--- src/rtl/core/fpmd_pkg.sv ---
// Shared types and constants of the field pair match detector.
`timescale 1ns / 1ps

package fpmd_pkg;

  localparam int SumW    = 32;
  localparam int HeightW = 13;
  localparam int RowW    = 12;
  localparam int PixW    = 8;

  // Register indexes (byte address = 4 * index)
  localparam logic [1:0] REG_NOISE  = 2'd0;
  localparam logic [1:0] REG_SKIP   = 2'd1;
  localparam logic [1:0] REG_HEIGHT = 2'd2;

  localparam logic [7:0]  NOISE_RST  = 8'd3;
  localparam logic [1:0]  SKIP_RST   = 2'd1;
  localparam logic [12:0] HEIGHT_RST = 13'd480;

  // Match codes
  localparam logic [1:0] KIND_NONE   = 2'd0;
  localparam logic [1:0] KIND_TOP    = 2'd1;
  localparam logic [1:0] KIND_BOTTOM = 2'd2;

  typedef struct packed {
    logic [7:0]  noise_level;
    logic [1:0]  skip_mode;
    logic [12:0] frame_height;
  } fpmd_cfg_t;

  typedef struct packed {
    logic            fire;
    logic [SumW-1:0] even_sum;
    logic [SumW-1:0] odd_sum;
  } fpmd_sums_t;

endpackage

--- src/rtl/core/fpmd_if.sv ---
// Stream interfaces for pixel pair requests and frame results.
`timescale 1ns / 1ps

interface fpmd_pixel_if;
  logic        valid;
  logic        ready;
  logic [7:0]  left_pixel;
  logic [7:0]  right_pixel;
  logic [11:0] row_index;
  logic        frame_end;

  modport source(output valid, left_pixel, right_pixel, row_index, frame_end, input ready);
  modport sink(input valid, left_pixel, right_pixel, row_index, frame_end, output ready);
endinterface

interface fpmd_result_if;
  logic        valid;
  logic        ready;
  logic [1:0]  match_kind;
  logic [31:0] even_sum;
  logic [31:0] odd_sum;

  modport source(output valid, match_kind, even_sum, odd_sum, input ready);
  modport sink(input valid, match_kind, even_sum, odd_sum, output ready);
endinterface

--- src/rtl/core/fpmd_cfg.sv ---
// APB-style configuration register bank.
`timescale 1ns / 1ps

module fpmd_cfg (
  input  logic              clk,
  input  logic              rst,
  input  logic              psel,
  input  logic              penable,
  input  logic              pwrite,
  input  logic [3:0]        paddr,
  input  logic [31:0]       pwdata,
  output logic [31:0]       prdata,
  output logic              pready,
  output fpmd_pkg::fpmd_cfg_t cfg
);
  import fpmd_pkg::*;

  logic [1:0] index;
  logic       wr_en;
  logic [7:0] noise_level;
  logic [1:0] skip_mode;
  logic [12:0] frame_height;

  assign pready = 1'b1;
  assign index  = paddr[3:2];
  assign wr_en  = psel && penable && pwrite && pready;

  always_ff @(posedge clk) begin
    if (rst) begin
      noise_level  <= NOISE_RST;
      skip_mode    <= SKIP_RST;
      frame_height <= HEIGHT_RST;
    end else if (wr_en) begin
      case (index)
        REG_NOISE:  noise_level  <= pwdata[7:0];
        REG_SKIP:   skip_mode    <= pwdata[1:0];
        REG_HEIGHT: frame_height <= pwdata[12:0];
        default: ;
      endcase
    end
  end

  always_comb begin
    case (index)
      REG_NOISE:  prdata = {24'd0, noise_level};
      REG_SKIP:   prdata = {30'd0, skip_mode};
      REG_HEIGHT: prdata = {19'd0, frame_height};
      default:    prdata = 32'd0;
    endcase
  end

  assign cfg.noise_level  = noise_level;
  assign cfg.skip_mode    = skip_mode;
  assign cfg.frame_height = frame_height;

endmodule

--- src/rtl/core/fpmd_accum.sv ---
// Input register, row qualification and saturating field accumulators.
`timescale 1ns / 1ps

module fpmd_accum #(
  parameter int MAX_ROWS = 4096
) (
  input  logic                  clk,
  input  logic                  rst,
  input  fpmd_pkg::fpmd_cfg_t   cfg,
  fpmd_pixel_if.sink            pixel,
  input  logic                  s2_free,
  output fpmd_pkg::fpmd_sums_t  sums
);
  import fpmd_pkg::*;

  // Height cap only matters below the 13-bit field range
  localparam int HCap = (MAX_ROWS > 8191) ? 8191 : MAX_ROWS;
  localparam logic [12:0] HCapV = 13'(HCap);

  logic        v1;
  logic [7:0]  left_q;
  logic [7:0]  right_q;
  logic [11:0] row_q;
  logic        end_q;

  logic [31:0] even_acc;
  logic [31:0] odd_acc;
  logic [31:0] even_acc_next;
  logic [31:0] odd_acc_next;

  logic [1:0]  m;
  logic [12:0] h;
  logic [12:0] h_scaled;
  logic [2:0]  mask;
  logic [7:0]  delta;
  logic        pass;
  logic [11:0] row_m1;
  logic        even_hit;
  logic        odd_hit;
  logic [32:0] even_add;
  logic [32:0] odd_add;
  logic        s1_go;

  always_comb begin
    m        = (cfg.skip_mode > 2'd2) ? 2'd2 : cfg.skip_mode;
    h        = (cfg.frame_height > HCapV) ? HCapV : cfg.frame_height;
    h_scaled = h >> m;
    mask     = (3'd2 << m) - 3'd1;
    delta    = (left_q > right_q) ? (left_q - right_q) : (right_q - left_q);
    pass     = delta > cfg.noise_level;
    row_m1   = row_q - 12'd1;
    even_hit = pass && ((row_q[2:0] & mask) == 3'd0) &&
               (({1'b0, row_q >> m} + 13'd1) < h_scaled);
    odd_hit  = pass && (row_q != 12'd0) && ((row_m1[2:0] & mask) == 3'd0) &&
               (({1'b0, row_m1 >> m} + 13'd1) < h_scaled);
    even_add = {1'b0, even_acc} + {25'd0, delta};
    odd_add  = {1'b0, odd_acc} + {25'd0, delta};
    even_acc_next = even_hit ? (even_add[32] ? '1 : even_add[31:0]) : even_acc;
    odd_acc_next  = odd_hit ? (odd_add[32] ? '1 : odd_add[31:0]) : odd_acc;
  end

  // A frame end item waits until the sum stage has room
  assign s1_go       = v1 && (!end_q || s2_free);
  assign pixel.ready = !rst && (!v1 || s1_go);

  always_ff @(posedge clk) begin
    if (rst) begin
      v1 <= 1'b0;
    end else if (pixel.ready) begin
      v1 <= pixel.valid;
    end
  end

  always_ff @(posedge clk) begin
    if (pixel.ready) begin
      left_q  <= pixel.left_pixel;
      right_q <= pixel.right_pixel;
      row_q   <= pixel.row_index;
      end_q   <= pixel.frame_end;
    end
  end

  always_ff @(posedge clk) begin
    if (rst) begin
      even_acc <= '0;
      odd_acc  <= '0;
    end else if (s1_go) begin
      even_acc <= end_q ? '0 : even_acc_next;
      odd_acc  <= end_q ? '0 : odd_acc_next;
    end
  end

  assign sums.fire     = s1_go && end_q;
  assign sums.even_sum = even_acc_next;
  assign sums.odd_sum  = odd_acc_next;

endmodule

--- src/rtl/core/fpmd_decide.sv ---
// Frame sum register, ten-times comparison and result register.
`timescale 1ns / 1ps

module fpmd_decide (
  input  logic                 clk,
  input  logic                 rst,
  input  fpmd_pkg::fpmd_sums_t sums,
  output logic                 s2_free,
  fpmd_result_if.source        result
);
  import fpmd_pkg::*;

  logic        v2;
  logic [31:0] top;
  logic [31:0] bot;
  logic        s2_go;
  logic [35:0] top_w;
  logic [35:0] bot_w;
  logic [35:0] top_x10;
  logic [35:0] bot_x10;
  logic [1:0]  kind;
  logic        ov;
  logic [1:0]  match_kind;
  logic [31:0] even_sum;
  logic [31:0] odd_sum;

  assign s2_go   = v2 && (!ov || result.ready);
  assign s2_free = !v2 || s2_go;

  always_comb begin
    top_w   = {4'd0, top};
    bot_w   = {4'd0, bot};
    top_x10 = (top_w << 3) + (top_w << 1);
    bot_x10 = (bot_w << 3) + (bot_w << 1);
    kind    = KIND_NONE;
    if (top_w > bot_x10) kind = KIND_BOTTOM;
    if (bot_w > top_x10) kind = KIND_TOP;
  end

  always_ff @(posedge clk) begin
    if (rst) begin
      v2 <= 1'b0;
    end else if (s2_free) begin
      v2 <= sums.fire;
    end
  end

  always_ff @(posedge clk) begin
    if (s2_free && sums.fire) begin
      top <= sums.even_sum;
      bot <= sums.odd_sum;
    end
  end

  always_ff @(posedge clk) begin
    if (rst) begin
      ov <= 1'b0;
    end else if (s2_go) begin
      ov <= 1'b1;
    end else if (result.ready) begin
      ov <= 1'b0;
    end
  end

  always_ff @(posedge clk) begin
    if (s2_go) begin
      match_kind <= kind;
      even_sum   <= top;
      odd_sum    <= bot;
    end
  end

  assign result.valid      = ov;
  assign result.match_kind = match_kind;
  assign result.even_sum   = even_sum;
  assign result.odd_sum    = odd_sum;

endmodule

--- src/rtl/core/field_pair_match_detector_core.sv ---
// Top level of the field pair match detector.
`timescale 1ns / 1ps

// Field pair match detector: takes one co-located luma pixel pair of two
// frames per clock, with its row and a frame end mark. Absolute differences
// above noise_level add, with saturation at 32 bits, into a top-field sum
// (rows 0, 2^(m+1), ..., m being skip_mode capped at 2) and a bottom-field
// sum (those rows plus one), for rows whose scaled base row lies below
// (min(frame_height, MAX_ROWS) >> m) - 1. The frame end request emits one
// result: both sums and a match code (bottom when top exceeds ten times
// bottom, top when bottom exceeds ten times top, else none), and clears the
// sums. Throughput is one pixel pair per clock outside the stall below; a
// request passes the input register, the accumulator update and, for a frame
// end, the sum register and result register, which drives result valid.
// The input side stalls only while a finished result waits at the output,
// the next frame's sums sit in the sum register behind it, and a third frame
// end request reaches the input register. Registers sit on an APB-style port:
// noise_level at 0x0, skip_mode at 0x4, frame_height at 0x8; write them
// only while the block is idle. No clearing pass follows reset.

module field_pair_match_detector_core #(
  parameter int MAX_ROWS = 4096
) (
  input  logic        clk,
  input  logic        rst,
  input  logic        psel,
  input  logic        penable,
  input  logic        pwrite,
  input  logic [3:0]  paddr,
  input  logic [31:0] pwdata,
  output logic [31:0] prdata,
  output logic        pready,
  fpmd_pixel_if.sink    pixel,
  fpmd_result_if.source result
);
  import fpmd_pkg::*;

  fpmd_cfg_t  cfg;
  fpmd_sums_t sums;
  logic       s2_free;

  // Hold the register bank
  fpmd_cfg u_cfg (
    .clk     (clk),
    .rst     (rst),
    .psel    (psel),
    .penable (penable),
    .pwrite  (pwrite),
    .paddr   (paddr),
    .pwdata  (pwdata),
    .prdata  (prdata),
    .pready  (pready),
    .cfg     (cfg)
  );

  // Register the request, qualify its row and advance both sums
  fpmd_accum #(
    .MAX_ROWS (MAX_ROWS)
  ) u_accum (
    .clk     (clk),
    .rst     (rst),
    .cfg     (cfg),
    .pixel   (pixel),
    .s2_free (s2_free),
    .sums    (sums)
  );

  // Compare the frame sums and drive the result register
  fpmd_decide u_decide (
    .clk     (clk),
    .rst     (rst),
    .sums    (sums),
    .s2_free (s2_free),
    .result  (result)
  );

  // Input backpressure only arises behind a waiting result
  a_stall_needs_result: assert property (@(posedge clk) disable iff (rst)
    !pixel.ready |-> result.valid)
    else $error("input stalled without a pending result");

  // A bottom match means the top sum really dominates
  a_bottom_order: assert property (@(posedge clk) disable iff (rst)
    (result.valid && result.match_kind == KIND_BOTTOM) |->
    (result.even_sum > result.odd_sum))
    else $error("bottom match with top sum not larger");

  a_top_order: assert property (@(posedge clk) disable iff (rst)
    (result.valid && result.match_kind == KIND_TOP) |->
    (result.odd_sum > result.even_sum))
    else $error("top match with bottom sum not larger");

  // No result leaves the block right after reset
  a_reset_quiet: assert property (@(posedge clk)
    rst |=> !result.valid)
    else $error("result valid after reset");

endmodule

--- src/flat_wrapper.sv ---
// flat-port wrapper written by rule: the top's interface ports become plain ports
module field_pair_match_detector_core_flat import fpmd_pkg::*;
#(
  parameter int MAX_ROWS = 4096
)
  (clk, rst, psel, penable, pwrite, paddr, pwdata, prdata, pready, pixel_valid, pixel_left_pixel, pixel_right_pixel, pixel_row_index, pixel_frame_end, pixel_ready, result_valid, result_match_kind, result_even_sum, result_odd_sum, result_ready);
  fpmd_pixel_if pixel_i ();
  fpmd_result_if result_i ();
  input  logic clk;
  input  logic rst;
  input  logic psel;
  input  logic penable;
  input  logic pwrite;
  input  logic [3:0] paddr;
  input  logic [31:0] pwdata;
  output logic [31:0] prdata;
  output logic pready;
  input wire logic [$bits(pixel_i.valid)-1:0] pixel_valid;
  input wire logic [$bits(pixel_i.left_pixel)-1:0] pixel_left_pixel;
  input wire logic [$bits(pixel_i.right_pixel)-1:0] pixel_right_pixel;
  input wire logic [$bits(pixel_i.row_index)-1:0] pixel_row_index;
  input wire logic [$bits(pixel_i.frame_end)-1:0] pixel_frame_end;
  output wire logic [$bits(pixel_i.ready)-1:0] pixel_ready;
  output wire logic [$bits(result_i.valid)-1:0] result_valid;
  output wire logic [$bits(result_i.match_kind)-1:0] result_match_kind;
  output wire logic [$bits(result_i.even_sum)-1:0] result_even_sum;
  output wire logic [$bits(result_i.odd_sum)-1:0] result_odd_sum;
  input wire logic [$bits(result_i.ready)-1:0] result_ready;
  assign pixel_i.valid = pixel_valid;
  assign pixel_i.left_pixel = pixel_left_pixel;
  assign pixel_i.right_pixel = pixel_right_pixel;
  assign pixel_i.row_index = pixel_row_index;
  assign pixel_i.frame_end = pixel_frame_end;
  assign pixel_ready = pixel_i.ready;
  assign result_valid = result_i.valid;
  assign result_match_kind = result_i.match_kind;
  assign result_even_sum = result_i.even_sum;
  assign result_odd_sum = result_i.odd_sum;
  assign result_i.ready = result_ready;
  field_pair_match_detector_core #(.MAX_ROWS(MAX_ROWS)) u_core (.clk(clk), .rst(rst), .psel(psel), .penable(penable), .pwrite(pwrite), .paddr(paddr), .pwdata(pwdata), .prdata(prdata), .pready(pready), .pixel(pixel_i), .result(result_i));
endmodule
--- config.mk ---
export PLATFORM = sky130hd
export DESIGN_NAME = field_pair_match_detector_core_flat
export DESIGN_NICKNAME = d
export VERILOG_FILES = /design/src/rtl/core/fpmd_pkg.sv /design/src/rtl/core/fpmd_if.sv /design/src/rtl/core/fpmd_cfg.sv /design/src/rtl/core/fpmd_accum.sv /design/src/rtl/core/fpmd_decide.sv /design/src/rtl/core/field_pair_match_detector_core.sv /design/src/flat_wrapper.sv
export SDC_FILE = /design/constraint.sdc
export NUM_CORES = 1
export LEC_CHECK = 0
export BUFFER_PORTS_ARGS = -buffer_cell sky130_fd_sc_hd__buf_2
export CAP_MARGIN = 10
export CORE_ASPECT_RATIO = 1.25
export CORE_MARGIN = 4
export CORE_UTILIZATION = 37
export DETAILED_ROUTE_END_ITERATION = 10
export PLACE_DENSITY = 0.55
export SETUP_SLACK_MARGIN = 0.02
export SYNTH_ARGS = -nofsm -noshare
export SYNTH_HDL_FRONTEND = slang
export SYNTH_SLANG_ARGS = --single-unit
--- constraint.sdc ---
create_clock -name clk -period 5.9 [get_ports clk]
set_clock_uncertainty 0.1 [all_clocks]
set_input_delay 0.885 -clock clk [delete_from_list [all_inputs] [get_ports clk]]
set_output_delay 0.885 -clock clk [all_outputs]
set_load 0.05 [all_outputs]
==> out/metrics.csv <==
stage,metric,value,unit
run_status,status,"complete, no violations",
synthesis,seq_area_frac_synth,36.0,%
finish,final_nets,2445,
synthesis,avgSynthCellArea,8.98,sq um
power,p_clk_share,36.8,%
timing,finalCritPeriodShare,93.4,%
synthesis,synth.distinct_cells,79,
detailed_routing,drt_iter0_markers,834,
global_routing,grt_max_degree,69,
placement,io_buffers,131,
die,dieArea,0.0531,sq mm
timing,relSlewSlack,39.2,%
setup_path,critical_path.top_delay_family,simple AND/OR/NAND/NOR gates,
global_routing,grt_overflow,0,
power,p_sw,0.00152,W
detailed_routing,routed_wl,50.5,mm
synthesis,yosysTopAreaCellShare,26.1,%
clock_network,clk_latency,0.57,ns
clock_network,cts_tree,yes,
detailed_routing,firstDrtPassIters,5,
timing,fin_setup_tns,0,ns
synthesis,synth_area,0.0183,sq mm
setup_path,cp_max_fo,7,
power,peakVddDrop,0.000215,V
setup_path,critPathMaxStageDelay,0.51,ns
timing,slew_viol_final,0,
finish,finish.utilization,43.0,%
global_routing,first_global_vias,15400,
clock_network,cts.sinks,249,
timing,clock.fmax,181,MHz
power,power,0.00497,W
timing,period_minus_slack,5.51,ns
synthesis,synth_area_leader_cell,edfxtp_1,
power,pwr-share-comb,23.6,%
power,power_frac_seq,39.5,%
synthesis,yosys-top-cells-area,"edfxtp_1, ha_1, dfxtp_1",
finish,antennaDiodeCount,0,
setup_path,cp_num_buf_inv,3,
timing,hold_violations,0,
timing,worstMarginPinSlew,0.911,ns
detailed_routing,postRouteAntennaNets,0,
die,die_height,257,um
global_routing,grt_pass1_wl,80.0,mm
clock_network,cts_inserted_buffers,28,
detailed_routing,route.detailed.drc,0,
detailed_routing,vias,15700,
setup_path,worstPathArrival,5.81,ns
finish,syn2layout_area_growth,14.3,%
detailed_routing,route.detailed.wl_per_inst,17.7,um
setup_path,endpoint_kind,flop,
timing,rsz0062_at_grt,false,
power,leakagePower,8.59,nW
placement,hpwl,39.1,mm
worst_hold_path,hp-class,input port to flop,
clock_network,cts_root_buffer,clkbuf_16,
finish,stdcell_area,0.0209,sq mm
die,start_util,37.6,%
finish,layout-drive-gt1-share,12.7,%
die,core,0.0486,sq mm
setup_path,crit_chain,ha_1 > nand4_1 > nor3_1 > buf_4 > o2111ai_1 > nand4_1 > a31oi_1 > o21bai_1 > a21oi_1 > xor2_1 > ha_1 > nand3_1 > nor4_1 > buf_4 > nand4_1 > buf_4 > o221a_2 > nand4_1 > a21oi_1 > and3_1 > and4_1 > a211oi_1,
setup_path,regToRegSetupSlack,0.39,ns
clock_network,htree_levels,1,
global_routing,grt_usage,18.4,%
setup_path,critPathMostFrequentCell,nand4_1,
synthesis,ys_async_sr_fraction,0,%
setup_path,cp_slowest_cell,edfxtp_1,
power,power.internal,0.00345,W
clock_network,clkTransAtPathRegs,0.07,ns
setup_path,start_kind,flop,
clock_network,cts_buffer_depth,3,
setup_path,path_class,flop to flop,
placement,gp_congestion,0.926,
synthesis,synth-edff-count,159,
global_routing,antenna_found_initial,0,
detailed_routing,viasPerCell,5.51,
setup_path,crit_required,6.19,ns
synthesis,yosys_warnings,0,
power,power_density,238,mW/mm^2
power,switching_share,30.6,%
die,core.rowCount,90,
synthesis,synth_flop_cell,edfxtp_1,
synthesis,ys_seq_elements,249,
die,pin_count,173,
finish,nFillCells,4854,
run,cap_violations,0,
synthesis,synthCells,2038,
die,fp.dieW,207,um
timing,whs,0.391,ns
placement,place_area,0.0198,sq mm
timing,setup_viol,0,
## placed cells by master (no fill, tap or decap), types with 7 or more instances in the layout
cell type  count
nor3_1        42
a21o_1        67
nor2b_1       26
nand2b_1      19
nor2_1       145
and2_1        11
buf_2        131
a31oi_1       15
ha_1         188
a211oi_1      15
o31ai_1       10
o21bai_1      13
and3_1        16
or2_2          7
clkbuf_16     29
and4_1        13
o21ai_0      136
mux2i_1       48
nand2_1      199
inv_1        100
nand4_1       41
xor2_1        41
nand3_1       54
a22o_1        26
o21a_1        25
buf_4         57
nor4_1        33
a21oi_1      167
o2bb2ai_1      7
edfxtp_1     159
conb_1        20
o211ai_1      12
dfxtp_1       88
xnor2_1       78
## routing by layer
metal	track usage [%]	part of all wire (%)	vias up
li1	-	-	7783
met1	22.5	43	7449
met2	33.1	50	353
met3	1.97	3.7	95
met4	6.76	3.4	0
met5	0	0	-
## synthesized netlist by cell type (all sizes together) (44+ instances only)
cell type / instances
nand2: 199
ha: 188
a21oi: 169
edfxtp: 159
nor2: 148
o21ai: 138
inv: 100
dfxtp: 90
xnor2: 78
a21o: 67
clkbuf: 63
nand3: 55
mux2i: 48
nor3: 44
## flip-flops by register name, summed over array words and instances, names as in the netlist, 12 cells and up
signal,cells
u_core.u_accum.even_acc,32
u_core.u_accum.odd_acc,32
u_core.u_accum.row_q,12
u_core.u_cfg.frame_height,13
u_core.u_decide.bot,32
u_core.u_decide.result.even_sum,32
u_core.u_decide.result.odd_sum,32
u_core.u_decide.top,32
## layout make-up
type / instances / area (sq um) / area share (%)
timing repair buffer: 190 / 1120 / 5.37
sequential: 249 / 6580 / 31.5
tap: 644 / 806 / 3.85
multi-input combinational: 1608 / 11000 / 52.8
clock buffer: 33 / 741 / 3.54
inverter: 102 / 384 / 1.84
clock inverter: 19 / 225 / 1.08
## final timing paths
path,start,to,depth (start not counted)
worst min-delay path,pixel_row_index[11],u_core.u_accum.row_q[11]$_DFFE_PP_,1
worst min register to register,u_core.u_accum.odd_acc[22]$_SDFFE_PP0P_,u_core.u_accum.odd_acc[22]$_SDFFE_PP0P_,1
worst max-delay path,u_core.u_decide.top[16]$_DFFE_PP_,u_core.u_decide.result.match_kind[1]$_SDFFCE_PN0P_,22
worst max register to register,u_core.u_decide.top[16]$_DFFE_PP_,u_core.u_decide.result.match_kind[1]$_SDFFCE_PN0P_,22
## metrics by stage
stage,cells,setup slack (ns)
global placement,2789,0.311
floorplan,2056,0.598
finish,2845,0.387
CTS,2841,0.239
global route,2845,0.0280
detailed placement,2789,0.296
## power by group through the flow
| stage | registers (W) | logic, W | clock network (W) |
|---|---|---|---|
| 2_1_floorplan | 0.00201 | 0.000842 | 0 |
| 3_3_place_gp | 0.00200 | 0.00114 | 0 |
| 3_5_place_dp | 0.00201 | 0.00116 | 0 |
| 4_1_cts | 0.00197 | 0.00117 | 0.00189 |
| 5_1_grt | 0.00197 | 0.00132 | 0.00196 |
| 6_report | 0.00197 | 0.00118 | 0.00183 |
## kinds of logic after synthesis
kind of cell | Yosys count | share of synthesized area [%]
simple gates | 644 | 17.0
compound gates | 577 | 20.3
flops | 249 | 36.0
buf+inv | 199 | 4.55
fa+ha+maj | 194 | 13.5
xor+xnor | 119 | 5.70
mux | 54 | 3.00
other cells | 2 | 0.0411
## worst reg2reg max path, cell delays in order, from the launching register on
cell and delay [ns]:
edfxtp_1 0.51, ha_1 0.46, nand4_1 0.22, nor3_1 0.49, buf_4 0.21, o2111ai_1 0.19
nand4_1 0.20, a31oi_1 0.23, o21bai_1 0.20, a21oi_1 0.09, xor2_1 0.17, ha_1 0.31
nand3_1 0.09, nor4_1 0.42, buf_4 0.23, nand4_1 0.09, buf_4 0.17, o221a_2 0.25
nand4_1 0.09, a21oi_1 0.04, and3_1 0.17, and4_1 0.23, a211oi_1 0.17
## timing repair
action	4_1_cts	5_1_grt
setup buffers	0	4
hold buffers	0	0
resized for setup	0	12
setup endpoints to repair	0	53
Note: power is estimated with default switching activity, not from simulation.
